$ cat src/hdl/sfpp_pkg.sv
// ---------------------------------------------------------------------------
// Serial frame pair parser package
// Types and constants shared by the parser and its output buffer.
// ---------------------------------------------------------------------------
package sfpp_pkg;

    // Header bytes that open a frame.
    localparam logic [7:0] HDR_FIRST  = 8'h55;
    localparam logic [7:0] HDR_SECOND = 8'hAA;

    // Payload positions that are kept.
    localparam int STORE_DEPTH = 8;
    localparam int STORE_AW    = $clog2(STORE_DEPTH);

    // Entries of the output buffer.
    localparam int OUT_DEPTH = 2;
    localparam int OUT_AW    = $clog2(OUT_DEPTH);
    localparam int OUT_CW    = $clog2(OUT_DEPTH + 1);

    // Frame phases after the header has been found.
    typedef enum logic [1:0] {
        PH_LENGTH   = 2'd0,
        PH_PAYLOAD  = 2'd1,
        PH_CHECKSUM = 2'd2,
        PH_TRAILER  = 2'd3
    } t_phase;

    // One result: the two decoded values.
    typedef struct packed {
        logic signed [31:0] first_value;
        logic signed [31:0] second_value;
    } t_pair;

endpackage

$ cat src/hdl/sfpp_if.sv
// ---------------------------------------------------------------------------
// Serial frame pair parser channels
// Valid/ready channels for received bytes and for decoded value pairs.
// ---------------------------------------------------------------------------

// Received byte channel.
interface sfpp_rx_if;
    logic       valid;
    logic       ready;
    logic [7:0] rx_byte;

    modport source (output valid, output rx_byte, input ready);
    modport sink   (input valid, input rx_byte, output ready);
endinterface

// Decoded pair channel.
interface sfpp_pair_if;
    logic               valid;
    logic               ready;
    logic signed [31:0] first_value;
    logic signed [31:0] second_value;

    modport source (output valid, output first_value, output second_value, input ready);
    modport sink   (input valid, input first_value, input second_value, output ready);
endinterface

$ cat src/hdl/sfpp_out_buf.sv
// ---------------------------------------------------------------------------
// Serial frame pair parser output buffer
// Two-entry queue between the parser and the result channel, so that the
// parser keeps taking bytes while a result waits to be transferred.
// ---------------------------------------------------------------------------
module sfpp_out_buf
    import sfpp_pkg::*;
(
    input  logic                i_clk,
    input  logic                i_rst_n,
    input  logic                i_push,
    input  t_pair               i_data,
    output logic                o_full,
    sfpp_pair_if.source         o_pair
);

    t_pair              r_mem [OUT_DEPTH];
    logic [OUT_AW-1:0]  r_wr_ptr;
    logic [OUT_AW-1:0]  r_rd_ptr;
    logic [OUT_CW-1:0]  r_count;
    logic               w_pop;

    assign w_pop        = o_pair.valid && o_pair.ready;
    assign o_full       = (r_count == OUT_CW'(OUT_DEPTH));
    assign o_pair.valid = (r_count != '0);
    assign o_pair.first_value  = r_mem[r_rd_ptr].first_value;
    assign o_pair.second_value = r_mem[r_rd_ptr].second_value;

    // Storage write.
    always_ff @(posedge i_clk) begin
        if (i_push) begin
            r_mem[r_wr_ptr] <= i_data;
        end
    end

    // Pointers and fill level.
    always_ff @(posedge i_clk) begin
        if (!i_rst_n) begin
            r_wr_ptr <= '0;
            r_rd_ptr <= '0;
            r_count  <= '0;
        end else begin
            if (i_push) begin
                r_wr_ptr <= (r_wr_ptr == OUT_AW'(OUT_DEPTH - 1)) ? '0 : r_wr_ptr + 1'b1;
            end
            if (w_pop) begin
                r_rd_ptr <= (r_rd_ptr == OUT_AW'(OUT_DEPTH - 1)) ? '0 : r_rd_ptr + 1'b1;
            end
            if (i_push && !w_pop) begin
                r_count <= r_count + 1'b1;
            end else if (!i_push && w_pop) begin
                r_count <= r_count - 1'b1;
            end
        end
    end

    // The fill level never exceeds the depth.
    a_count_bound: assert property (@(posedge i_clk) disable iff (!i_rst_n)
        r_count <= OUT_CW'(OUT_DEPTH))
        else $error("output buffer fill level beyond depth");

    // The parser never pushes into a full buffer.
    a_no_overflow: assert property (@(posedge i_clk) disable iff (!i_rst_n)
        i_push |-> !o_full)
        else $error("push into full output buffer");

    // A transfer out without a push lowers the fill level by one.
    a_pop_count: assert property (@(posedge i_clk) disable iff (!i_rst_n)
        (w_pop && !i_push) |=> (r_count == $past(r_count) - 1'b1))
        else $error("fill level wrong after transfer out");

endmodule

$ cat src/hdl/serial_frame_pair_parser.sv
// ---------------------------------------------------------------------------
// Serial frame pair parser
// Finds 0x55 0xAA framed packets in a byte stream and emits two signed
// 32-bit little-endian values from the first eight payload bytes.
// ---------------------------------------------------------------------------
// One received byte is taken per clock cycle while the output buffer is not
// full: the frame state and the eight-byte payload store are registered from each byte.
// A frame is a 0x55 0xAA header, a length byte L, max(1, L-1) payload
// bytes, one checksum byte and two trailer bytes; checksum and trailer are
// not checked, and the checksum byte lands in payload position L-1 when L
// is between one and eight. On the second trailer byte one result is
// queued in a two-entry output buffer. The byte channel is held off only
// while both buffer entries wait to be transferred. Payload positions that
// a short frame does not write keep their earlier values; reset clears them.
// ---------------------------------------------------------------------------
module serial_frame_pair_parser
    import sfpp_pkg::*;
(
    input  logic        i_clk,
    input  logic        i_rst_n,
    sfpp_rx_if.sink     i_rx,
    sfpp_pair_if.source o_pair
);

    // Frame state.
    logic           r_hunting,      n_hunting;
    logic [7:0]     r_prev_byte,    n_prev_byte;
    t_phase         r_phase,        n_phase;
    logic [7:0]     r_frame_len,    n_frame_len;
    logic [7:0]     r_pay_count,    n_pay_count;
    logic           r_trailer_seen, n_trailer_seen;
    logic [7:0]     r_store [STORE_DEPTH];

    logic                w_accept;
    logic                w_full;
    logic [7:0]          w_byte;
    logic [7:0]          w_need;
    logic [8:0]          w_count_inc;
    logic [7:0]          w_len_m1;
    logic                w_emit;
    logic                w_store_we;
    logic [STORE_AW-1:0] w_store_idx;
    t_pair               w_pair;

    assign i_rx.ready = !w_full;
    assign w_accept   = i_rx.valid && !w_full;
    assign w_byte     = i_rx.rx_byte;

    assign w_need      = (r_frame_len <= 8'd1) ? 8'd1 : r_frame_len - 8'd1;
    assign w_count_inc = {1'b0, r_pay_count} + 9'd1;
    assign w_len_m1    = r_frame_len - 8'd1;

    // Next frame state.
    always_comb begin
        n_hunting      = r_hunting;
        n_prev_byte    = r_prev_byte;
        n_phase        = r_phase;
        n_frame_len    = r_frame_len;
        n_pay_count    = r_pay_count;
        n_trailer_seen = r_trailer_seen;
        if (w_accept) begin
            if (r_hunting) begin
                if (w_byte == HDR_SECOND) begin
                    if (r_prev_byte == HDR_FIRST) begin
                        n_hunting      = 1'b0;
                        n_phase        = PH_LENGTH;
                        n_pay_count    = '0;
                        n_trailer_seen = 1'b0;
                    end
                end else begin
                    n_prev_byte = w_byte;
                end
            end else begin
                unique case (r_phase)
                    PH_LENGTH: begin
                        n_frame_len = w_byte;
                        n_pay_count = '0;
                        n_phase     = PH_PAYLOAD;
                    end
                    PH_PAYLOAD: begin
                        if (w_count_inc >= {1'b0, w_need}) begin
                            n_pay_count = '0;
                            n_phase     = PH_CHECKSUM;
                        end else begin
                            n_pay_count = w_count_inc[7:0];
                        end
                    end
                    PH_CHECKSUM: begin
                        n_phase = PH_TRAILER;
                    end
                    PH_TRAILER: begin
                        if (!r_trailer_seen) begin
                            n_trailer_seen = 1'b1;
                        end else begin
                            n_hunting      = 1'b1;
                            n_prev_byte    = '0;
                            n_phase        = PH_LENGTH;
                            n_frame_len    = '0;
                            n_pay_count    = '0;
                            n_trailer_seen = 1'b0;
                        end
                    end
                    default: begin
                        n_phase = PH_LENGTH;
                    end
                endcase
            end
        end
    end

    // Store writes and result emission.
    always_comb begin
        w_store_we  = 1'b0;
        w_store_idx = '0;
        w_emit      = 1'b0;
        if (w_accept && !r_hunting) begin
            unique case (r_phase)
                PH_LENGTH: begin
                    w_store_we = 1'b0;
                end
                PH_PAYLOAD: begin
                    w_store_we  = (r_pay_count < 8'(STORE_DEPTH));
                    w_store_idx = r_pay_count[STORE_AW-1:0];
                end
                PH_CHECKSUM: begin
                    w_store_we  = (r_frame_len != 8'd0) && (w_len_m1 < 8'(STORE_DEPTH));
                    w_store_idx = w_len_m1[STORE_AW-1:0];
                end
                PH_TRAILER: begin
                    w_emit = r_trailer_seen;
                end
                default: begin
                    w_emit = 1'b0;
                end
            endcase
        end
    end

    // Frame state registers.
    always_ff @(posedge i_clk) begin
        if (!i_rst_n) begin
            r_hunting      <= 1'b1;
            r_prev_byte    <= '0;
            r_phase        <= PH_LENGTH;
            r_frame_len    <= '0;
            r_pay_count    <= '0;
            r_trailer_seen <= 1'b0;
        end else begin
            r_hunting      <= n_hunting;
            r_prev_byte    <= n_prev_byte;
            r_phase        <= n_phase;
            r_frame_len    <= n_frame_len;
            r_pay_count    <= n_pay_count;
            r_trailer_seen <= n_trailer_seen;
        end
    end

    // Payload store, cleared at reset.
    always_ff @(posedge i_clk) begin
        if (!i_rst_n) begin
            for (int i = 0; i < STORE_DEPTH; i++) begin
                r_store[i] <= '0;
            end
        end else if (w_store_we) begin
            r_store[w_store_idx] <= w_byte;
        end
    end

    // Little-endian assembly of the two values.
    assign w_pair.first_value  = $signed({r_store[3], r_store[2], r_store[1], r_store[0]});
    assign w_pair.second_value = $signed({r_store[7], r_store[6], r_store[5], r_store[4]});

    sfpp_out_buf u_out_buf (
        .i_clk   (i_clk),
        .i_rst_n (i_rst_n),
        .i_push  (w_emit),
        .i_data  (w_pair),
        .o_full  (w_full),
        .o_pair  (o_pair)
    );

endmodule
$ cat src/flat_wrapper.sv
// flat-port wrapper written by rule: the top's interface ports become plain ports
module serial_frame_pair_parser_flat import sfpp_pkg::*;
  (i_clk, i_rst_n, i_rx_valid, i_rx_rx_byte, i_rx_ready, o_pair_valid, o_pair_first_value, o_pair_second_value, o_pair_ready);
  sfpp_rx_if i_rx_i ();
  sfpp_pair_if o_pair_i ();
  input  logic i_clk;
  input  logic i_rst_n;
  input wire logic [$bits(i_rx_i.valid)-1:0] i_rx_valid;
  input wire logic [$bits(i_rx_i.rx_byte)-1:0] i_rx_rx_byte;
  output wire logic [$bits(i_rx_i.ready)-1:0] i_rx_ready;
  output wire logic [$bits(o_pair_i.valid)-1:0] o_pair_valid;
  output wire logic [$bits(o_pair_i.first_value)-1:0] o_pair_first_value;
  output wire logic [$bits(o_pair_i.second_value)-1:0] o_pair_second_value;
  input wire logic [$bits(o_pair_i.ready)-1:0] o_pair_ready;
  assign i_rx_i.valid = i_rx_valid;
  assign i_rx_i.rx_byte = i_rx_rx_byte;
  assign i_rx_ready = i_rx_i.ready;
  assign o_pair_valid = o_pair_i.valid;
  assign o_pair_first_value = o_pair_i.first_value;
  assign o_pair_second_value = o_pair_i.second_value;
  assign o_pair_i.ready = o_pair_ready;
  serial_frame_pair_parser u_core (.i_clk(i_clk), .i_rst_n(i_rst_n), .i_rx(i_rx_i), .o_pair(o_pair_i));
endmodule
$ cat config.mk
export PLATFORM = sky130hd
export DESIGN_NAME = serial_frame_pair_parser_flat
export DESIGN_NICKNAME = d
export VERILOG_FILES = /design/src/hdl/sfpp_pkg.sv /design/src/hdl/sfpp_if.sv /design/src/hdl/sfpp_out_buf.sv /design/src/hdl/serial_frame_pair_parser.sv /design/src/flat_wrapper.sv
export SDC_FILE = /design/constraint.sdc
export NUM_CORES = 1
export LEC_CHECK = 0
export BUFFER_PORTS_ARGS = -buffer_cell sky130_fd_sc_hd__buf_2
export CORE_MARGIN = 2
export CORE_UTILIZATION = 45
export CTS_CLUSTER_DIAMETER = 120
export DETAILED_ROUTE_END_ITERATION = 12
export PLACE_DENSITY = 0.69
export SYNTH_ARGS = -nofsm -noshare
export SYNTH_HDL_FRONTEND = slang
export SYNTH_SLANG_ARGS = --single-unit
$ cat constraint.sdc
create_clock -name i_clk -period 9.4 [get_ports i_clk]
set_clock_uncertainty 0.1 [all_clocks]
set_input_delay 1.41 -clock i_clk [delete_from_list [all_inputs] [get_ports i_clk]]
set_output_delay 1.41 -clock i_clk [all_outputs]
set_load 0.03 [all_outputs]
==> results.json <==
{
  "critPathArrivalTime_ns": 2.13,
  "antenna_found_initial": 0,
  "cp.required_ns": 7.89,
  "drc": 0,
  "drive_gt1_share_pct": 27.9,
  "syn-cell-area_mm2": 0.00941,
  "total_power_w": 0.00208,
  "multi_input_area_mm2": 0.00282,
  "relSlewSlack_pct": 33.7,
  "syn_avg_cell_area_um2": 15.1,
  "critPathLaunchType": "register",
  "synth.distinct_cells": 47,
  "grt_pass1_wl_mm": 27.1,
  "gp_congestion": 0.780,
  "yosysWarnings": 0,
  "clock-sinks": 225,
  "hold_buffers": 0,
  "first_pass_iters": 4,
  "clk_latency_ns": 0.51,
  "grt_pass1_vias": 5035,
  "start_util_pct": 46.2,
  "cts_max_path_buffers": 3,
  "nFillCells": 1623,
  "synthesis.instances": 622,
  "wl_per_cell_um": 17.7,
  "detail-route-antenna-nets": 0,
  "ys_ff_latch": 225,
  "fin_nets": 724,
  "powerDensity_mw_per_mm2": 192,
  "core_mm2": 0.0204,
  "dpl.hpwl_mm": 11.2,
  "worst_pin_slew_ns": 0.991,
  "clk_pin_slew_ns": 0.06,
  "p_leak_nw": 3.78,
  "maxSlewViolCount": 0,
  "cp_max_fo": 64,
  "irDropWorstVdd_mv": 0.0925,
  "status": "finished, final reports clean",
  "cts_resized": 0,
  "design.die.area_mm2": 0.0221,
  "dieHeight_um": 149,
  "register_area_mm2": 0.00643,
  "port_buffers": 77,
  "fin_setup_tns_ns": 0,
  "maxCapViolations": 0,
  "grt_max_degree": 66,
  "io_pins": 78,
  "die_w_um": 149,
  "finalSetupViolCount": 0,
  "hold_class": "register to register",
  "wirelength_mm": 17.4,
  "post-route-period-util_pct": 38.7,
  "drtIter0Drc": 399,
  "tritoncts": "yes",
  "cts_inserted_buffers": 24,
  "vias": 5128,
  "utilization_pct": 53.3,
  "cts_setup_buffers": 0,
  "h-tree-depth": 1,
  "n_antenna_cell": 0,
  "rsz0062_at_grt": "no",
  "grt_use_total_pct": 15.6,
  "min_period_ns": 3.64,
  "fmax_mhz": 275,
  "synth_seq_area_share_pct": 68.3,
  "synth_nets": 650,
  "critPathKind": "register to primary output",
  "area_growth_pct": 15.4,
  "cts-root-buf": "clkbuf_16",
  "grt-ovfl-total": 0,
  "vias_per_cell": 5.21,
  "end_kind": "primary output",
  "num_rows": 52,
  "hold_viol_final": 0
}
[report_power, final]
group / switching, W / internal, W
Sequential: 0.00000859 / 0.00109
Clock: 0.000371 / 0.000584
Combinational: 0.0000197 / 0.00000690
Total: 0.000400 / 0.00168
[logic make-up after synthesis]
family	after synthesis	share of synthesized area, %
flip-flops	225	68.3
AND/OR/NAND/NOR	198	12.6
multiplexers	67	7.98
AO/OA/AOI/OAI	60	6.00
buffers and inverters	43	1.80
adder cells (fa/ha/maj)	16	2.13
XOR/XNOR	13	1.21
[metrics by stage]
step	cell area [um^2]	cells	hold WS [ns]	worst slack, ns
6_report	10900	984	0.346	5.76
5_1_grt	10900	984	0.360	5.66
4_1_cts	10900	984	0.350	5.74
3_5_place_dp	10000	940	0.336	5.67
3_3_place_gp	10000	940	0.327	5.77
2_1_floorplan	9410	622	0.321	4.19
[critical path: stages, from the launching register on]
cell and delay, ns:
dfxtp_2 0.31, buf_4 0.60, mux2_2 0.44, buf_2 0.19
[routing by layer]
layer	wire length, um	part of all wire (%)	track usage [%]	vias up
met5	0	0	0	-
met4	554	3.2	6.14	0
li1	-	-	-	2456
met3	899	5.2	2.42	46
met1	7630	44	21.0	2490
met2	8360	48	25.8	136
[path summary, 6_finish.rpt]
path              slack (ns)                            end  cells past startpoint                   from
hold / removal          0.35  u_core.u_out_buf.r_mem[0][44]                      0   u_core.r_store[1][4]
hold reg to reg         0.35  u_core.u_out_buf.r_mem[0][44]                      0   u_core.r_store[1][4]
setup reg to reg        5.99           u_core.r_store[3][7]                      7  u_core.r_frame_len[0]
setup / recovery        5.76         o_pair_first_value[12]                      3               register
[Yosys cell counts (all sizes together)]
cell	instances	area share, %
nand3	11	0.59
a21o	1	0.080
o221ai	3	0.28
a31oi	2	0.13
xor2	6	0.56
nand3b	2	0.16
edfxtp	192	61
nor4	2	0.13
a22o	1	0.093
nor2	10	0.40
a2111oi	8	2.3
nand4	6	0.56
a21boi	3	0.24
a211oi	1	0.080
dfxtp	33	7.0
o211ai	2	0.16
nor3b	15	1.2
and2	71	4.7
nor3	1	0.053
nor4bb	4	0.43
buf	1	0.12
and3	5	0.33
o21a	3	0.24
o22ai	5	0.33
o31ai	1	0.080
o21ai	7	0.37
or3	5	0.39
a22oi	10	0.80
or4	2	0.20
mux2i	3	0.32
ha	16	2.1
xnor2	7	0.65
or2	1	0.067
mux2	64	7.7
nand2	31	1.2
inv	9	0.36
a21oi	11	0.59
a41oi	1	0.093
nor2b	17	1.1
o31a	1	0.093
clkbuf	33	1.3
nand2b	15	1.0
[flip-flops by register name, summed over array words and instances, names as in the netlist, 2 cells and up, named ones only]
signal / cells
u_core.u_out_buf.r_mem: 128
u_core.r_phase: 2
u_core.u_out_buf.r_count: 2
u_core.r_store: 64
u_core.r_prev_byte: 8
u_core.r_frame_len: 8
u_core.r_pay_count: 8
[cell type report]
| type | count | area share, % |
|---|---|---|
| inverter | 9 | 0.311 |
| tap | 270 | 3.11 |
| timing repair buffer | 82 | 3.90 |
| multi-input combinational | 354 | 26.0 |
| clock inverter | 14 | 1.37 |
| clock buffer | 30 | 6.12 |
| sequential | 225 | 59.2 |
[cells in the final DEF, fill, tap and decap left out, types with 4 or more instances in the layout]
cell type,n
buf_4,5
dfxtp_1,32
a22oi_1,10
mux2_2,64
ha_1,16
nand3_1,11
nand2b_1,15
clkinv_2,6
clkbuf_16,25
nor3b_1,15
or3_1,4
inv_1,9
xnor2_1,7
a2111oi_4,8
edfxtp_1,192
o21ai_0,5
and2_1,70
and3_1,4
nor2b_1,17
buf_2,77
o22ai_1,5
nor2_1,9
nand2_1,31
nor4bb_1,4
xor2_1,6
nand4_1,5
a21oi_1,11
Power figures use the tool's default switching activity.
